===== config.mk =====
export PLATFORM = sky130hd
export DESIGN_NAME = audio_bucket_mean_amplitude_flat
export DESIGN_NICKNAME = d
export VERILOG_FILES = /design/src/abma_pkg.sv /design/src/abma_frame_if.sv /design/src/abma_result_if.sv /design/src/abma_div.sv /design/src/audio_bucket_mean_amplitude.sv /design/src/flat_wrapper.sv
export SDC_FILE = /design/constraint.sdc
export NUM_CORES = 1
export LEC_CHECK = 0
export BUFFER_PORTS_ARGS = -buffer_cell sky130_fd_sc_hd__buf_2
export CAP_MARGIN = 40
export CORE_ASPECT_RATIO = 2
export CORE_MARGIN = 3
export CORE_UTILIZATION = 60
export DETAILED_ROUTE_END_ITERATION = 8
export HOLD_SLACK_MARGIN = 0.05
export PLACE_DENSITY = 0.85
export SYNTH_ARGS = -nofsm -noshare
export SYNTH_HDL_FRONTEND = slang
export SYNTH_SLANG_ARGS = --single-unit

===== constraint.sdc =====
create_clock -name i_clk -period 7.4 [get_ports i_clk]
set_input_delay 0.37 -clock i_clk [delete_from_list [all_inputs] [get_ports i_clk]]
set_output_delay 0.37 -clock i_clk [all_outputs]
set_load 0.05 [all_outputs]

===== src/abma_pkg.sv =====
package abma_pkg;

    // Configuration port
    localparam int CFG_IDX_W  = 2;
    localparam int CFG_DATA_W = 24;

    // Fixed field widths
    localparam int BCNT_W    = 7;
    localparam int CFG_LEN_W = 24;
    localparam int IDX_W     = 6;
    localparam int FRAC_BITS = 8;

    typedef enum logic [CFG_IDX_W-1:0] {
        CFG_BUCKET_COUNT   = 2'd0,
        CFG_WINDOW_LENGTH  = 2'd1,
        CFG_STEREO         = 2'd2,
        CFG_SPLIT_CHANNELS = 2'd3
    } t_cfg_reg;

endpackage


===== src/abma_frame_if.sv =====
interface abma_frame_if #(
    parameter int SAMPLE_BITS = 16
);
    logic                          valid;
    logic                          ready;
    logic signed [SAMPLE_BITS-1:0] sample_left;
    logic signed [SAMPLE_BITS-1:0] sample_right;

    modport source (output valid, output sample_left, output sample_right, input ready);
    modport sink (input valid, input sample_left, input sample_right, output ready);
endinterface


===== src/abma_result_if.sv =====
interface abma_result_if #(
    parameter int SAMPLE_BITS = 16
);
    logic                          valid;
    logic                          ready;
    logic [abma_pkg::IDX_W-1:0]    bucket_index;
    logic [SAMPLE_BITS+abma_pkg::FRAC_BITS-1:0] amplitude_main;
    logic [SAMPLE_BITS+abma_pkg::FRAC_BITS-1:0] amplitude_second;
    logic                          bucket_empty;
    logic                          window_done;

    modport source (
        output valid, output bucket_index, output amplitude_main,
        output amplitude_second, output bucket_empty, output window_done,
        input ready
    );
    modport sink (
        input valid, input bucket_index, input amplitude_main,
        input amplitude_second, input bucket_empty, input window_done,
        output ready
    );
endinterface


===== src/abma_div.sv =====
module abma_div #(
    parameter int NUM_W = 48,
    parameter int DEN_W = 25
) (
    input  logic             i_clk,
    input  logic             i_rst_n,
    input  logic             i_start,
    input  logic [NUM_W-1:0] i_num,
    input  logic [DEN_W-1:0] i_den,
    output logic             o_done,
    output logic [NUM_W-1:0] o_quot,
    output logic [DEN_W-1:0] o_rem
);
    localparam int CNT_W = (NUM_W > 1) ? $clog2(NUM_W) : 1;

    logic             r_busy;
    logic             r_done;
    logic [CNT_W-1:0] r_cnt;
    logic [NUM_W-1:0] r_q;
    logic [DEN_W-1:0] r_rem;
    logic [DEN_W-1:0] r_den;

    logic [DEN_W:0]   n_trial;
    logic [DEN_W:0]   n_diff;
    logic             n_ge;
    logic [DEN_W-1:0] n_rem;

    // One quotient bit per cycle: the numerator shifts out of r_q at the top
    // while quotient bits shift in at the bottom.
    always_comb begin
        n_trial = {r_rem, r_q[NUM_W-1]};
        n_diff  = n_trial - {1'b0, r_den};
        n_ge    = (n_trial >= {1'b0, r_den});
        n_rem   = n_ge ? n_diff[DEN_W-1:0] : n_trial[DEN_W-1:0];
    end

    always_ff @(posedge i_clk) begin
        if (!i_rst_n) begin
            r_busy <= 1'b0;
            r_done <= 1'b0;
            r_cnt  <= '0;
        end else begin
            r_done <= 1'b0;
            if (i_start) begin
                r_busy <= 1'b1;
                r_cnt  <= '0;
                r_q    <= i_num;
                r_rem  <= '0;
                r_den  <= i_den;
            end else if (r_busy) begin
                r_rem <= n_rem;
                r_q   <= {r_q[NUM_W-2:0], n_ge};
                r_cnt <= r_cnt + 1'b1;
                if (r_cnt == CNT_W'(NUM_W - 1)) begin
                    r_busy <= 1'b0;
                    r_done <= 1'b1;
                end
            end
        end
    end

    assign o_done = r_done;
    assign o_quot = r_q;
    assign o_rem  = r_rem;

`ifndef ASSERT_OFF
    a_start_idle: assert property (@(posedge i_clk) disable iff (!i_rst_n)
        i_start |-> !r_busy)
        else $error("divider started while busy");

    a_done_pulse: assert property (@(posedge i_clk) disable iff (!i_rst_n)
        r_done |=> !r_done)
        else $error("divider done held for more than one cycle");

    a_rem_range: assert property (@(posedge i_clk) disable iff (!i_rst_n)
        (r_done && (r_den != '0)) |-> (r_rem < r_den))
        else $error("divider remainder not below divisor");
`endif
endmodule


===== src/audio_bucket_mean_amplitude.sv =====
// Bucketed mean absolute amplitude of an audio window. Each accepted word is
// one mono or stereo frame; a window of window_length frames is split into
// bucket_count buckets, the first (length mod buckets) holding one frame more,
// and each bucket yields one result word with its mean in unsigned 16.8 fixed
// point. All divisions go through one shared restoring divider that produces
// one quotient bit per cycle over SAMPLE_BITS + min(WINDOW_BITS, 24) + 8 steps
// (48 with the default parameters). A frame that does not close a bucket
// passes through S_ACC and S_CHK back to S_IDLE; the first frame of a window
// adds one division for the bucket sizes; a frame that closes a bucket adds
// one division, or two in split stereo mode, and then waits until its result
// word is taken. When the window has fewer frames than buckets, the empty
// buckets follow the last frame at one result word a cycle while the receiver
// is ready. The input is not ready while a frame is being worked on. Writing
// any configuration register abandons the window in progress.
module audio_bucket_mean_amplitude #(
    parameter int MAX_BUCKETS = 64,
    parameter int SAMPLE_BITS = 16,
    parameter int WINDOW_BITS = 24
) (
    input  logic                                i_clk,
    input  logic                                i_rst_n,
    abma_frame_if.sink                          i_frame,
    abma_result_if.source                       o_result,
    input  logic                                i_cfg_we,
    input  logic [abma_pkg::CFG_IDX_W-1:0]      i_cfg_index,
    input  logic [abma_pkg::CFG_DATA_W-1:0]     i_cfg_data
);
    import abma_pkg::*;

    localparam int LEN_W = (WINDOW_BITS < CFG_LEN_W) ? WINDOW_BITS : CFG_LEN_W;
    localparam int SUM_W = SAMPLE_BITS + LEN_W;
    localparam int NUM_W = SUM_W + FRAC_BITS;
    localparam int DEN_W = LEN_W + 1;
    localparam int AMP_W = SAMPLE_BITS + FRAC_BITS;

    typedef enum logic [7:0] {
        S_IDLE  = 8'b0000_0001,
        S_WDIV  = 8'b0000_0010,
        S_ACC   = 8'b0000_0100,
        S_CHK   = 8'b0000_1000,
        S_DIV1  = 8'b0001_0000,
        S_DIV2  = 8'b0010_0000,
        S_OUT   = 8'b0100_0000,
        S_EMPTY = 8'b1000_0000
    } t_state;

    // Configuration
    logic [BCNT_W-1:0] r_bucket_count;
    logic [LEN_W-1:0]  r_window_length;
    logic              r_stereo;
    logic              r_split;

    // Progress
    t_state            r_state;
    logic [LEN_W-1:0]  r_frames;
    logic [BCNT_W-1:0] r_cur;
    logic [SUM_W-1:0]  r_sum_first;
    logic [SUM_W-1:0]  r_sum_second;
    logic [LEN_W-1:0]  r_base;
    logic [BCNT_W-1:0] r_long;
    logic [SAMPLE_BITS-1:0] r_a0;
    logic [SAMPLE_BITS-1:0] r_a1;
    logic [AMP_W-1:0]  r_mean_main;
    logic [AMP_W-1:0]  r_mean_second;

    logic [BCNT_W-1:0] n_nb;
    logic [LEN_W-1:0]  n_len;
    logic              n_combined;
    logic              n_win_start;
    logic [SAMPLE_BITS-1:0] n_abs_left;
    logic [SAMPLE_BITS-1:0] n_abs_right;
    logic [LEN_W:0]    n_size;
    logic              n_bucket_end;
    logic              n_last;
    logic [BCNT_W-1:0] n_long_dec;
    logic              in_accept;
    logic              out_accept;

    logic              div_start;
    logic [NUM_W-1:0]  div_num;
    logic [DEN_W-1:0]  div_den;
    logic              div_done;
    logic [NUM_W-1:0]  div_quot;
    logic [DEN_W-1:0]  div_rem;

    always_comb begin
        if (r_bucket_count == '0) begin
            n_nb = BCNT_W'(1);
        end else if (r_bucket_count > BCNT_W'(MAX_BUCKETS)) begin
            n_nb = BCNT_W'(MAX_BUCKETS);
        end else begin
            n_nb = r_bucket_count;
        end
        n_len        = (r_window_length == '0) ? LEN_W'(1) : r_window_length;
        n_combined   = r_stereo && !r_split;
        n_win_start  = (r_cur == '0) && (r_frames == '0);
        n_abs_left   = i_frame.sample_left[SAMPLE_BITS-1] ?
                       SAMPLE_BITS'(~i_frame.sample_left) + SAMPLE_BITS'(1) :
                       SAMPLE_BITS'(i_frame.sample_left);
        n_abs_right  = i_frame.sample_right[SAMPLE_BITS-1] ?
                       SAMPLE_BITS'(~i_frame.sample_right) + SAMPLE_BITS'(1) :
                       SAMPLE_BITS'(i_frame.sample_right);
        n_size       = {1'b0, r_base} + ((r_long != '0) ? (LEN_W+1)'(1) : '0);
        n_bucket_end = ({1'b0, r_frames} >= n_size);
        n_last       = (({1'b0, r_cur} + 8'd1) >= {1'b0, n_nb});
        n_long_dec   = (r_long != '0) ? (r_long - BCNT_W'(1)) : '0;
        in_accept    = i_frame.valid && i_frame.ready;
        out_accept   = o_result.valid && o_result.ready;
    end

    // Divider operand selection: bucket sizes at window start, then the means.
    always_comb begin
        div_start = 1'b0;
        div_num   = {r_sum_first, FRAC_BITS'(0)};
        div_den   = n_combined ? {r_frames, 1'b0} : DEN_W'(r_frames);
        case (r_state)
            S_IDLE: begin
                div_start = in_accept && n_win_start;
                div_num   = NUM_W'(n_len);
                div_den   = DEN_W'(n_nb);
            end
            S_CHK: begin
                div_start = n_bucket_end;
            end
            S_DIV1: begin
                div_start = div_done && r_stereo && r_split;
                div_num   = {r_sum_second, FRAC_BITS'(0)};
                div_den   = DEN_W'(r_frames);
            end
            default: begin
                div_start = 1'b0;
            end
        endcase
    end

    abma_div #(
        .NUM_W (NUM_W),
        .DEN_W (DEN_W)
    ) u_div (
        .i_clk   (i_clk),
        .i_rst_n (i_rst_n),
        .i_start (div_start),
        .i_num   (div_num),
        .i_den   (div_den),
        .o_done  (div_done),
        .o_quot  (div_quot),
        .o_rem   (div_rem)
    );

    always_ff @(posedge i_clk) begin
        if (!i_rst_n) begin
            r_bucket_count  <= BCNT_W'(1);
            r_window_length <= LEN_W'(1);
            r_stereo        <= 1'b0;
            r_split         <= 1'b0;
            r_state         <= S_IDLE;
            r_frames        <= '0;
            r_cur           <= '0;
            r_sum_first     <= '0;
            r_sum_second    <= '0;
            r_base          <= '0;
            r_long          <= '0;
        end else if (i_cfg_we) begin
            case (i_cfg_index)
                CFG_BUCKET_COUNT:   r_bucket_count  <= i_cfg_data[BCNT_W-1:0];
                CFG_WINDOW_LENGTH:  r_window_length <= i_cfg_data[LEN_W-1:0];
                CFG_STEREO:         r_stereo        <= i_cfg_data[0];
                CFG_SPLIT_CHANNELS: r_split         <= i_cfg_data[0];
                default:            r_stereo        <= r_stereo;
            endcase
            r_state      <= S_IDLE;
            r_frames     <= '0;
            r_cur        <= '0;
            r_sum_first  <= '0;
            r_sum_second <= '0;
            r_base       <= '0;
            r_long       <= '0;
        end else begin
            case (r_state)
                S_IDLE: begin
                    if (in_accept) begin
                        r_a0    <= n_abs_left;
                        r_a1    <= r_stereo ? n_abs_right : '0;
                        r_state <= n_win_start ? S_WDIV : S_ACC;
                    end
                end
                S_WDIV: begin
                    if (div_done) begin
                        r_base       <= div_quot[LEN_W-1:0];
                        r_long       <= div_rem[BCNT_W-1:0];
                        r_sum_first  <= '0;
                        r_sum_second <= '0;
                        r_state      <= S_ACC;
                    end
                end
                S_ACC: begin
                    if (n_combined) begin
                        r_sum_first <= r_sum_first + SUM_W'(r_a0) + SUM_W'(r_a1);
                    end else begin
                        r_sum_first  <= r_sum_first + SUM_W'(r_a0);
                        r_sum_second <= r_sum_second + SUM_W'(r_a1);
                    end
                    r_frames <= r_frames + LEN_W'(1);
                    r_state  <= S_CHK;
                end
                S_CHK: begin
                    r_state <= n_bucket_end ? S_DIV1 : S_IDLE;
                end
                S_DIV1: begin
                    if (div_done) begin
                        r_mean_main <= div_quot[AMP_W-1:0];
                        if (r_stereo && r_split) begin
                            r_state <= S_DIV2;
                        end else begin
                            r_mean_second <= '0;
                            r_state       <= S_OUT;
                        end
                    end
                end
                S_DIV2: begin
                    if (div_done) begin
                        r_mean_second <= div_quot[AMP_W-1:0];
                        r_state       <= S_OUT;
                    end
                end
                S_OUT: begin
                    if (out_accept) begin
                        r_sum_first  <= '0;
                        r_sum_second <= '0;
                        r_frames     <= '0;
                        if (n_last) begin
                            r_cur   <= '0;
                            r_base  <= '0;
                            r_long  <= '0;
                            r_state <= S_IDLE;
                        end else begin
                            r_cur  <= r_cur + BCNT_W'(1);
                            r_long <= n_long_dec;
                            // Fewer frames than buckets: the rest of the
                            // window is empty buckets, sent straight away.
                            if ((r_base == '0) && (n_long_dec == '0)) begin
                                r_mean_main   <= '0;
                                r_mean_second <= '0;
                                r_state       <= S_EMPTY;
                            end else begin
                                r_state <= S_IDLE;
                            end
                        end
                    end
                end
                S_EMPTY: begin
                    if (out_accept) begin
                        if (n_last) begin
                            r_cur   <= '0;
                            r_base  <= '0;
                            r_long  <= '0;
                            r_state <= S_IDLE;
                        end else begin
                            r_cur <= r_cur + BCNT_W'(1);
                        end
                    end
                end
                default: begin
                    r_state <= S_IDLE;
                end
            endcase
        end
    end

    assign i_frame.ready             = (r_state == S_IDLE);
    assign o_result.valid            = (r_state == S_OUT) || (r_state == S_EMPTY);
    assign o_result.bucket_index     = r_cur[IDX_W-1:0];
    assign o_result.amplitude_main   = r_mean_main;
    assign o_result.amplitude_second = r_mean_second;
    assign o_result.bucket_empty     = (r_state == S_EMPTY);
    assign o_result.window_done      = n_last;

`ifndef ASSERT_OFF
    a_one_side: assert property (@(posedge i_clk) disable iff (!i_rst_n)
        i_frame.ready |-> !o_result.valid)
        else $error("input ready while a result word is pending");

    a_index_range: assert property (@(posedge i_clk) disable iff (!i_rst_n)
        o_result.valid |-> (r_cur < n_nb))
        else $error("bucket index beyond bucket count");

    a_empty_zero: assert property (@(posedge i_clk) disable iff (!i_rst_n)
        (o_result.valid && o_result.bucket_empty) |->
        ((o_result.amplitude_main == '0) && (o_result.amplitude_second == '0)))
        else $error("empty bucket with non-zero amplitude");

    a_window_clear: assert property (@(posedge i_clk) disable iff (!i_rst_n)
        (out_accept && o_result.window_done && !i_cfg_we) |=>
        ((r_cur == '0) && (r_frames == '0) && (r_state == S_IDLE)))
        else $error("progress not cleared after last bucket");

    a_frames_bound: assert property (@(posedge i_clk) disable iff (!i_rst_n)
        (r_state == S_DIV1) |-> (r_frames != '0))
        else $error("mean division over zero frames");
`endif
endmodule


===== src/flat_wrapper.sv =====
// flat-port wrapper written by rule: the top's interface ports become plain ports
module audio_bucket_mean_amplitude_flat import abma_pkg::*;
#(
    parameter int MAX_BUCKETS = 64,
    parameter int SAMPLE_BITS = 16,
    parameter int WINDOW_BITS = 24
)
  (i_clk, i_rst_n, i_cfg_we, i_cfg_index, i_cfg_data, i_frame_valid, i_frame_sample_left, i_frame_sample_right, i_frame_ready, o_result_valid, o_result_bucket_index, o_result_amplitude_main, o_result_amplitude_second, o_result_bucket_empty, o_result_window_done, o_result_ready);
  abma_frame_if #(.SAMPLE_BITS(SAMPLE_BITS)) i_frame_i ();
  abma_result_if #(.SAMPLE_BITS(SAMPLE_BITS)) o_result_i ();
  input  logic i_clk;
  input  logic i_rst_n;
  input  logic i_cfg_we;
  input  logic [abma_pkg::CFG_IDX_W-1:0] i_cfg_index;
  input  logic [abma_pkg::CFG_DATA_W-1:0] i_cfg_data;
  input wire logic [$bits(i_frame_i.valid)-1:0] i_frame_valid;
  input wire logic [$bits(i_frame_i.sample_left)-1:0] i_frame_sample_left;
  input wire logic [$bits(i_frame_i.sample_right)-1:0] i_frame_sample_right;
  output wire logic [$bits(i_frame_i.ready)-1:0] i_frame_ready;
  output wire logic [$bits(o_result_i.valid)-1:0] o_result_valid;
  output wire logic [$bits(o_result_i.bucket_index)-1:0] o_result_bucket_index;
  output wire logic [$bits(o_result_i.amplitude_main)-1:0] o_result_amplitude_main;
  output wire logic [$bits(o_result_i.amplitude_second)-1:0] o_result_amplitude_second;
  output wire logic [$bits(o_result_i.bucket_empty)-1:0] o_result_bucket_empty;
  output wire logic [$bits(o_result_i.window_done)-1:0] o_result_window_done;
  input wire logic [$bits(o_result_i.ready)-1:0] o_result_ready;
  assign i_frame_i.valid = i_frame_valid;
  assign i_frame_i.sample_left = i_frame_sample_left;
  assign i_frame_i.sample_right = i_frame_sample_right;
  assign i_frame_ready = i_frame_i.ready;
  assign o_result_valid = o_result_i.valid;
  assign o_result_bucket_index = o_result_i.bucket_index;
  assign o_result_amplitude_main = o_result_i.amplitude_main;
  assign o_result_amplitude_second = o_result_i.amplitude_second;
  assign o_result_bucket_empty = o_result_i.bucket_empty;
  assign o_result_window_done = o_result_i.window_done;
  assign o_result_i.ready = o_result_ready;
  audio_bucket_mean_amplitude #(.MAX_BUCKETS(MAX_BUCKETS), .SAMPLE_BITS(SAMPLE_BITS), .WINDOW_BITS(WINDOW_BITS)) u_core (.i_clk(i_clk), .i_rst_n(i_rst_n), .i_frame(i_frame_i), .o_result(o_result_i), .i_cfg_we(i_cfg_we), .i_cfg_index(i_cfg_index), .i_cfg_data(i_cfg_data));
endmodule

==> flow_results.xml, run 1 <==
<?xml version="1.0" encoding="UTF-8"?>
<metrics>
  <group name="detailed_routing">
    <metric name="drt-vias-per-instance" unit="">6.36</metric>
    <metric name="routed_wire_length_per_instance" unit="um">21.4</metric>
    <metric name="via_count" unit="">19000</metric>
    <metric name="drtPass1Iterations" unit="">6</metric>
    <metric name="postRouteAntennaNets" unit="">0</metric>
    <metric name="drcViolationCount" unit="">0</metric>
    <metric name="starting_drc_count_in_detailed_routing" unit="">1439</metric>
    <metric name="drt-total-wl" unit="mm">63.9</metric>
  </group>
  <group name="critical_path">
    <metric name="crit-reg2reg-launch" unit="">u_core.r_long[0]$_SDFFE_PN0P_</metric>
    <metric name="crit_end" unit="">u_core.u_div.o_quot[33]$_DFFE_PP_</metric>
    <metric name="setup.worst_path.start" unit="">u_core.r_long[0]$_SDFFE_PN0P_</metric>
    <metric name="critPathCaptureType" unit="">flip-flop</metric>
    <metric name="worst_ep_arrival_time" unit="ps">6420</metric>
    <metric name="setup.reg_to_reg.worst_slack" unit="ps">1250</metric>
    <metric name="cp_max_fo" unit="">43</metric>
    <metric name="critical_path.reg2reg.endpoint" unit="">u_core.u_div.o_quot[33]$_DFFE_PP_</metric>
    <metric name="critical_path.startpoint_type" unit="">flip-flop</metric>
    <metric name="reg2reg_depth" unit="">24</metric>
    <metric name="critPathRequiredTime" unit="ps">7670</metric>
    <metric name="worstSetupPathType" unit="">flip-flop to flip-flop</metric>
  </group>
  <group name="timing">
    <metric name="finalCritPeriodShare" unit="">0.831</metric>
    <metric name="setup-violations-final" unit="">0</metric>
    <metric name="hold_violations" unit="">0</metric>
    <metric name="final.setup_skew" unit="ps">14.1</metric>
    <metric name="tns" unit="ps">0</metric>
    <metric name="slew_violations" unit="">0</metric>
    <metric name="timing.final.crit_period" unit="ps">6150</metric>
    <metric name="rsz0062_at_grt" unit="">no</metric>
    <metric name="maxClockFrequency" unit="GHz">0.163</metric>
    <metric name="headroom_to_the_max_slew_limit" unit="">0.326</metric>
    <metric name="worst-slew-pin-transition" unit="ps">1010</metric>
  </group>
  <group name="yosys">
    <metric name="yosysWarnings" unit="">0</metric>
    <metric name="synth_edf_count" unit="">178</metric>
    <metric name="async_flop_share" unit="">0</metric>
    <metric name="synth.avg_cell_area" unit="um2">8.94</metric>
    <metric name="synthCells" unit="">2439</metric>
    <metric name="synthesis.area" unit="um2">21800</metric>
    <metric name="synth_sequential_area_ratio" unit="">0.420</metric>
    <metric name="synth-main-ff-cell" unit="">sky130_fd_sc_hd__dfxtp_1</metric>
    <metric name="syn-num-nets" unit="">2620</metric>
    <metric name="number_of_synthesized_register_bits" unit="">369</metric>
    <metric name="ys_types" unit="">96</metric>
  </group>
  <group name="clocking">
    <metric name="root_buffer" unit="">sky130_fd_sc_hd__clkbuf_16</metric>
    <metric name="cts_post_setup_buffers_inserted" unit="">0</metric>
    <metric name="cts_buffers" unit="">34</metric>
    <metric name="clock_tree_from_tritoncts" unit="">done</metric>
    <metric name="clk_path_buf_depth" unit="">3</metric>
    <metric name="cts_hold_repair.buffers" unit="">0</metric>
    <metric name="numClockSinks" unit="">369</metric>
    <metric name="worst_setup_hold_path_clk_slew" unit="ps">70</metric>
    <metric name="cts.htree.levels" unit="">2</metric>
    <metric name="worstSkewPairLatency" unit="ps">530</metric>
    <metric name="post_cts_resized" unit="">0</metric>
  </group>
  <group name="cells_and_area">
    <metric name="area_delta_synth_final" unit="%">10.4</metric>
    <metric name="layout.cells.most_common" unit="">sky130_fd_sc_hd__nor2_1</metric>
    <metric name="drive_gt1_frac" unit="">0.105</metric>
    <metric name="design.final.nets" unit="">2688</metric>
    <metric name="number_of_fill_cells" unit="">2862</metric>
    <metric name="multiInputGateArea" unit="um2">11900</metric>
    <metric name="final-seq-area" unit="um2">9170</metric>
    <metric name="layout_common_cells" unit="">283 x sky130_fd_sc_hd__nor2_1, 236 x sky130_fd_sc_hd__nand2_1, 191 x sky130_fd_sc_hd__dfxtp_1, 190 x sky130_fd_sc_hd__a21oi_1, 178 x sky130_fd_sc_hd__edfxtp_1</metric>
  </group>
  <group name="place">
    <metric name="place_congestion" unit="">1.03</metric>
    <metric name="port_buffers" unit="">120</metric>
    <metric name="hpwl_after_detailed_placement" unit="mm">49.2</metric>
  </group>
  <group name="status">
    <metric name="status" unit="">finished clean</metric>
  </group>
  <group name="power_and_ir_drop">
    <metric name="power.share.clock" unit="">0.389</metric>
    <metric name="share_comb_of_total_power" unit="">0.139</metric>
    <metric name="p_per_area" unit="nW/um2">204</metric>
    <metric name="sw_frac_of_total" unit="">0.263</metric>
    <metric name="irDropWorstVdd" unit="uV">193</metric>
    <metric name="net-switching-power" unit="mW">1.29</metric>
    <metric name="cellInternalPower" unit="mW">3.61</metric>
    <metric name="p_leak" unit="nW">9.13</metric>
    <metric name="p_total" unit="mW">4.90</metric>
    <metric name="share_seq_of_total_power" unit="">0.472</metric>
  </group>
  <group name="run">
    <metric name="cap_violations" unit="">0</metric>
  </group>
  <group name="grt">
    <metric name="grt_usage" unit="">0.325</metric>
    <metric name="pin_count_of_the_biggest_net_entering_global_routing" unit="">61</metric>
    <metric name="grt_pass1_vias" unit="">19100</metric>
    <metric name="grt_first_pass_wirelength" unit="mm">99.7</metric>
    <metric name="global_route.overflow_total" unit="">0</metric>
    <metric name="initial_antenna_violation_count" unit="">1</metric>
  </group>
  <group name="min_path">
    <metric name="hold_path_class" unit="">input port to flip-flop</metric>
  </group>
  <group name="floorplanning">
    <metric name="die_w" unit="um">141</metric>
    <metric name="die_h" unit="um">276</metric>
    <metric name="std_cell_rows" unit="">98</metric>
    <metric name="top_level_ports" unit="">121</metric>
    <metric name="die_outline_area" unit="um2">38800</metric>
    <metric name="floorplan.initialDensity" unit="">0.609</metric>
    <metric name="placeableCoreArea" unit="um2">35800</metric>
  </group>
</metrics>
[worst min path at each step]
| stage | startpoint | to | slack, ps | cells after the start |
|---|---|---|---|---|
| floorplan | u_core.r_sum_first[39]$_SDFFE_PN0P_ | u_core.r_sum_first[39]$_SDFFE_PN0P_ | 440 | 1 |
| global placement | u_core.r_sum_second[9]$_SDFFE_PN0P_ | u_core.r_sum_second[9]$_SDFFE_PN0P_ | 460 | 2 |
| detailed placement | u_core.r_sum_second[9]$_SDFFE_PN0P_ | u_core.r_sum_second[9]$_SDFFE_PN0P_ | 470 | 2 |
| CTS | i_cfg_data[22] | u_core.r_window_length[22]$_SDFFE_PN0P_ | 90 | 3 |
| global route | i_frame_sample_left[0] | u_core.r_a0[0]$_DFFE_PP_ | 100 | 1 |
| finish | i_cfg_data[16] | u_core.r_window_length[16]$_SDFFE_PN0P_ | 90 | 3 |
[critical path, cell delays in order (launching register included)]
cell,delay [ps]
sky130_fd_sc_hd__dfxtp_1,350
sky130_fd_sc_hd__inv_1,90
sky130_fd_sc_hd__ha_1,200
sky130_fd_sc_hd__nand2_1,130
sky130_fd_sc_hd__or3_1,380
sky130_fd_sc_hd__nor3_1,190
sky130_fd_sc_hd__inv_1,80
sky130_fd_sc_hd__ha_1,240
sky130_fd_sc_hd__ha_1,250
sky130_fd_sc_hd__and3_1,290
sky130_fd_sc_hd__nand3_1,150
sky130_fd_sc_hd__xor2_1,190
sky130_fd_sc_hd__ha_1,270
sky130_fd_sc_hd__a21o_1,160
sky130_fd_sc_hd__a21o_1,160
sky130_fd_sc_hd__a21oi_1,130
sky130_fd_sc_hd__nor2b_1,50
sky130_fd_sc_hd__o21ai_0,210
sky130_fd_sc_hd__nand3_1,110
sky130_fd_sc_hd__a311oi_1,670
sky130_fd_sc_hd__nor3_1,280
sky130_fd_sc_hd__a311o_2,680
sky130_fd_sc_hd__buf_4,370
sky130_fd_sc_hd__nor2_1,160
sky130_fd_sc_hd__nor2_1,70
[synth_stat cells (all sizes together) (23+ instances only)]
master	n	share of area
ha	114	0.065
nand2	237	0.041
dfxtp	191	0.18
a21boi	32	0.011
nand3	105	0.025
edfxtp	178	0.25
a221oi	25	0.010
xnor2	77	0.031
a22oi	31	0.011
nor4	25	0.0079
inv	95	0.016
a22o	38	0.015
and2	72	0.021
nor2	288	0.050
a21oi	194	0.045
nand4	33	0.011
a211oi	23	0.0084
a21o	39	0.013
nor2b	27	0.0077
clkbuf	101	0.017
xor2	89	0.036
and3	27	0.0077
nor3	35	0.0085
o21ai	100	0.023
[logic make-up after synthesis]
family | Yosys count | synth area share
AND/OR/NAND/NOR | 937 | 0.208
AO/OA/AOI/OAI | 611 | 0.187
flip-flops | 369 | 0.420
buffers and inverters | 219 | 0.0393
XOR/XNOR | 166 | 0.0670
adder cells (fa/ha/maj) | 118 | 0.0691
multiplexers | 19 | 0.00872
[metal layers]
layer  up-vias  track usage  share of wire
met1      8980        0.297           0.32
li1       8930            -              -
met3       329       0.0428          0.044
met5         -            0              0
met4         0        0.295           0.11
met2       731        0.610           0.53
[cell type report]
cell class,count,share of cell area
multi-input cells,1851,0.493
well taps,450,0.0234
flip-flops and latches,369,0.381
clock buffers,47,0.0425
diodes,1,0.000104
inverters,97,0.0151
clock inverters,15,0.00790
repair buffers,154,0.0374
[through the flow]
stage	utilization	setup WS, ps	instance area (um2)	std cells	hold WS [ps]
after floorplan	-	1110	21800	2439	439
after global placement	0.636	1560	22800	2912	464
after detailed placement	0.639	1390	22900	2921	471
after CTS	0.672	1320	24100	2983	88.5
after global routing	0.673	876	24100	2984	99.2
final	0.673	1250	24100	2984	88.2
[registers in the layout (all words and copies together), names as in the netlist, 24 cells and up]
name,count
u_core.o_result.amplitude_main,24
u_core.o_result.amplitude_second,24
u_core.r_base,24
u_core.r_frames,24
u_core.r_sum_first,40
u_core.r_sum_second,40
u_core.r_window_length,24
u_core.u_div.o_quot,48
u_core.u_div.o_rem,25
u_core.u_div.r_den,25
[power groups by stage]
stage | Combinational [mW] | Clock, mW | Sequential [mW]
final | 0.681 | 1.91 | 2.31
after global routing | 0.754 | 2.00 | 2.32
after CTS | 0.674 | 1.92 | 2.31
after detailed placement | 0.667 | 0 | 2.35
after global placement | 0.634 | 0 | 2.35
after floorplan | 0.489 | 0 | 2.31
No activity file was read; power rests on OpenSTA's default activity.
==> inputs of run 2 (changes only) <==
ABC_AREA = 1   (was unset)
CORE_UTILIZATION = 57   (was 60)
PLACE_DENSITY = 0.84   (was 0.85)
clock period = 5.4 ns   (was 7.4 ns; I/O delays follow)
==> run 2 against run 1 <==
  * Sequential power increased by 37%
  * Final cell count rose by 35%
  * Total power grew 41%
  * Clock power rose by 39%
  * First-iteration DRC count increased by 17%
  * Sequential cell count did not move
  * Worst setup slack got worse by 870 ps
  * Area after synthesis increased by 12%
  * Critical endpoint is now u_core.u_div.o_rem[11]$_SDFFCE_PN0P_
  * Largest cell class unchanged
  * Largest power group unchanged
  * Highest routed layer unchanged
==> flow_results.xml, run 2 <==
<?xml version="1.0" encoding="UTF-8"?>
<metrics>
  <group name="critical_path">
    <metric name="setup.reg_to_reg.worst_slack" unit="ps">380</metric>
    <metric name="crit_path_max_incr_delay" unit="ps">400</metric>
    <metric name="crit-reg2reg-launch" unit="">u_core.r_long[0]$_SDFFE_PN0P_</metric>
    <metric name="critPathRequiredTime" unit="ps">5670</metric>
    <metric name="worstSetupPathType" unit="">flip-flop to flip-flop</metric>
    <metric name="critical_path.startpoint_type" unit="">flip-flop</metric>
    <metric name="critical_path.reg2reg.endpoint" unit="">u_core.u_div.o_rem[11]$_SDFFCE_PN0P_</metric>
    <metric name="reg2reg_depth" unit="">29</metric>
    <metric name="cp_max_fo" unit="">45</metric>
    <metric name="most_frequent_cell_on_critical_path" unit="">sky130_fd_sc_hd__nor2_1</metric>
    <metric name="worst_ep_arrival_time" unit="ps">5290</metric>
    <metric name="cp_slowest_cell" unit="">sky130_fd_sc_hd__or4_1</metric>
    <metric name="critPathCaptureType" unit="">flip-flop</metric>
  </group>
  <group name="cells_and_area">
    <metric name="layout_common_cells" unit="">803 x sky130_fd_sc_hd__nand2_1, 432 x sky130_fd_sc_hd__inv_1, 313 x sky130_fd_sc_hd__nor2_1, 256 x sky130_fd_sc_hd__a21oi_1, 191 x sky130_fd_sc_hd__dfxtp_1</metric>
    <metric name="drive_gt1_frac" unit="">0.107</metric>
    <metric name="largest_register_ffs" unit="">48</metric>
    <metric name="layout.cells.most_common" unit="">sky130_fd_sc_hd__nand2_1</metric>
    <metric name="number_of_fill_cells" unit="">3719</metric>
    <metric name="area_delta_synth_final" unit="%">10.5</metric>
    <metric name="final_core_util" unit="">0.642</metric>
    <metric name="design.final.nets" unit="">3655</metric>
  </group>
  <group name="min_path">
    <metric name="hold_path_class" unit="">input port to flip-flop</metric>
    <metric name="holdPathStages" unit="">2</metric>
    <metric name="timing.hold.worst.start" unit="">i_frame_sample_left[6]</metric>
    <metric name="hold_end" unit="">u_core.r_a0[6]$_DFFE_PP_</metric>
  </group>
  <group name="timing">
    <metric name="finalCritPeriodShare" unit="">0.929</metric>
    <metric name="timing.final.crit_period" unit="ps">5020</metric>
    <metric name="worst-slew-pin-transition" unit="ps">845</metric>
    <metric name="maxClockFrequency" unit="GHz">0.199</metric>
    <metric name="setup-violations-final" unit="">0</metric>
    <metric name="hold_violations" unit="">0</metric>
    <metric name="tns" unit="ps">0</metric>
    <metric name="fin_ws" unit="ps">385</metric>
    <metric name="headroom_to_the_max_slew_limit" unit="">0.431</metric>
    <metric name="holdWs" unit="ps">58.9</metric>
    <metric name="slew_violations" unit="">0</metric>
    <metric name="final.setup_skew" unit="ps">20.0</metric>
    <metric name="rsz0062_at_grt" unit="">no</metric>
  </group>
  <group name="place">
    <metric name="placement.setup.worst_slack" unit="ps">157</metric>
    <metric name="place_congestion" unit="">1.04</metric>
    <metric name="port_buffers" unit="">120</metric>
    <metric name="hpwl_after_detailed_placement" unit="mm">62.7</metric>
  </group>
  <group name="yosys">
    <metric name="synth_adder_area_share" unit="">0.0617</metric>
    <metric name="synth-main-ff-cell" unit="">sky130_fd_sc_hd__dfxtp_1</metric>
    <metric name="synth.avg_cell_area" unit="um2">7.26</metric>
    <metric name="syn-num-nets" unit="">3545</metric>
    <metric name="yosysMostFrequentCell" unit="">sky130_fd_sc_hd__nand2_1</metric>
    <metric name="synth_compound_gate_area_share" unit="">0.130</metric>
    <metric name="ys_top_cells_by_count" unit="">804 x sky130_fd_sc_hd__nand2_1, 433 x sky130_fd_sc_hd__inv_1, 315 x sky130_fd_sc_hd__nor2_1</metric>
    <metric name="synth_area_leader_cell" unit="">sky130_fd_sc_hd__edfxtp_1</metric>
    <metric name="yosysWarnings" unit="">0</metric>
    <metric name="synthesis.area" unit="um2">24400</metric>
    <metric name="synth_top_area_share" unit="">0.219</metric>
    <metric name="largest_family_of_logic_cells_by_synthesized_area" unit="">simple AND/OR/NAND/NOR gates</metric>
    <metric name="ys_types" unit="">64</metric>
    <metric name="synthSimpleGateAreaFrac" unit="">0.306</metric>
    <metric name="async_flop_share" unit="">0</metric>
    <metric name="post_synth_xor_area_fraction" unit="">0.0330</metric>
    <metric name="number_of_synthesized_register_bits" unit="">369</metric>
    <metric name="synthMuxAreaShare" unit="">0.000410</metric>
    <metric name="synth_edf_count" unit="">178</metric>
    <metric name="synth_sequential_area_ratio" unit="">0.375</metric>
    <metric name="synthCells" unit="">3364</metric>
    <metric name="netlist_top_cells_area" unit="">sky130_fd_sc_hd__edfxtp_1 22%, sky130_fd_sc_hd__dfxtp_1 16%, sky130_fd_sc_hd__nand2_1 12%, sky130_fd_sc_hd__inv_1 6.7%, sky130_fd_sc_hd__ha_1 5.8%</metric>
  </group>
  <group name="floorplanning">
    <metric name="std_cell_rows" unit="">106</metric>
    <metric name="die_outline_area" unit="um2">45500</metric>
    <metric name="die_w" unit="um">152</metric>
    <metric name="floorplan.initialDensity" unit="">0.581</metric>
    <metric name="placeableCoreArea" unit="um2">42000</metric>
    <metric name="die_h" unit="um">299</metric>
    <metric name="top_level_ports" unit="">121</metric>
  </group>
  <group name="grt">
    <metric name="grt_first_pass_wirelength" unit="mm">123</metric>
    <metric name="pin_count_of_the_biggest_net_entering_global_routing" unit="">62</metric>
    <metric name="grt_pass1_vias" unit="">23700</metric>
    <metric name="initial_antenna_violation_count" unit="">1</metric>
    <metric name="grt_usage" unit="">0.344</metric>
    <metric name="global_route.overflow_total" unit="">0</metric>
  </group>
  <group name="clocking">
    <metric name="cts.htree.levels" unit="">2</metric>
    <metric name="worst_setup_hold_path_clk_slew" unit="ps">70</metric>
    <metric name="worstSkewPairLatency" unit="ps">550</metric>
    <metric name="numClockSinks" unit="">369</metric>
    <metric name="cts_post_setup_buffers_inserted" unit="">0</metric>
    <metric name="root_buffer" unit="">sky130_fd_sc_hd__clkbuf_16</metric>
    <metric name="cts_buffers" unit="">36</metric>
    <metric name="clock_tree_from_tritoncts" unit="">done</metric>
    <metric name="clk_path_buf_depth" unit="">3</metric>
  </group>
  <group name="detailed_routing">
    <metric name="routed_wire_length_per_instance" unit="um">19.9</metric>
    <metric name="drtPass1Iterations" unit="">6</metric>
    <metric name="starting_drc_count_in_detailed_routing" unit="">1677</metric>
    <metric name="via_count" unit="">23800</metric>
    <metric name="drcViolationCount" unit="">0</metric>
    <metric name="postRouteAntennaNets" unit="">0</metric>
    <metric name="drt-vias-per-instance" unit="">5.88</metric>
    <metric name="drt-total-wl" unit="mm">80.4</metric>
  </group>
  <group name="power_and_ir_drop">
    <metric name="p_leak" unit="nW">11.5</metric>
    <metric name="p_total" unit="mW">6.93</metric>
    <metric name="irDropWorstVdd" unit="uV">236</metric>
    <metric name="p_per_area" unit="nW/um2">257</metric>
  </group>
  <group name="status">
    <metric name="status" unit="">finished clean</metric>
  </group>
  <group name="run">
    <metric name="cap_violations" unit="">0</metric>
  </group>
</metrics>
-- run 2: cell types whose count changed after synthesis, sizes merged, moves of 31 or more --
cell,delta
a21o,-31
a21oi,+65
and2,-70
clkbuf,-40
inv,+366
nand2,+610
nand3,+94
nand4,+35
nor2,+71
nor3,+42
o21ai,+75
o22ai,+31
xnor2,-54
-- run 2: power by group --
group | leakage, nW | switching, mW | internal [mW] | total, mW
registers | 3.27 | 0.0847 | 3.09 | 3.17
logic | 7.68 | 0.733 | 0.364 | 1.10
clock network | 0.588 | 1.15 | 1.51 | 2.66
-- run 2: kinds of logic (layout without fill, tap and decap cells) --
kind of cell,Yosys count,after routing
flops,369,369
fa+ha+maj,118,118
simple gates,1645,1645
compound gates,567,567
xor+xnor,92,92
other cells,0,1
mux,1,1
buf+inv,572,710
-- run 2: worst max-delay path by stage --
| stage | start | endpoint | slack (ps) | depth (start not counted) |
|---|---|---|---|---|
| floorplan | u_core.r_cur[0]$_SDFFE_PN0P_ | u_core.o_result.amplitude_second[0]$_SDFFCE_PN0P_ | 300 | 14 |
| global placement | u_core.r_long[0]$_SDFFE_PN0P_ | u_core.u_div.o_rem[21]$_SDFFCE_PN0P_ | 270 | 29 |
| detailed placement | u_core.r_long[0]$_SDFFE_PN0P_ | u_core.u_div.o_rem[4]$_SDFFCE_PN0P_ | 160 | 29 |
| CTS | u_core.r_long[0]$_SDFFE_PN0P_ | u_core.u_div.o_rem[10]$_SDFFCE_PN0P_ | 130 | 29 |
| global route | u_core.r_long[0]$_SDFFE_PN0P_ | u_core.u_div.o_rem[12]$_SDFFCE_PN0P_ | 20 | 29 |
| finish | u_core.r_long[0]$_SDFFE_PN0P_ | u_core.u_div.o_rem[11]$_SDFFCE_PN0P_ | 380 | 29 |
-- run 2: timing repair --
action / 4_1_cts / 5_1_grt
endpoints found under the hold margin: 34 / 0
setup endpoints to repair: 0 / 115
hold buffers: 29 / 0
resized for setup: 0 / 7
-- run 2: routing by layer --
metal  track usage  wire, um
met1         0.298     24400
met3        0.0480      4030
met4         0.355     10400
met5             0         0
met2         0.641     41500
-- run 2: final cells by class --
| type | instances | area [um2] | share of cell area |
|---|---|---|---|
| multi-input combinational | 2423 | 13000 | 0.483 |
| antenna | 1 | 2.50 | 0.0000927 |
| tap | 540 | 676 | 0.0250 |
| sequential | 369 | 9170 | 0.340 |
| timing repair buffer | 176 | 1130 | 0.0420 |
| clock buffer | 48 | 998 | 0.0370 |
| clock inverter | 18 | 214 | 0.00793 |
| inverter | 468 | 1760 | 0.0651 |
-- run 2: per-stage QoR --
| stage | cells | instance area, um2 |
|---|---|---|
| after floorplan | 3364 | 24400 |
| after detailed placement | 3947 | 25400 |
| after CTS | 4042 | 26900 |
| final | 4043 | 27000 |
| after global routing | 4042 | 27000 |
| after global placement | 3945 | 25400 |
-- run 2: critical path, delay by kind of cell (launching register included) --
kind | cells | cell delay, ps
and+or+nand+nor | 20 | 2800
adders and majority gates | 3 | 690
buffers and inverters | 4 | 510
DFF | 1 | 340
AOI/OAI and AO/OA | 1 | 200
xor gates and xnor gates | 1 | 150
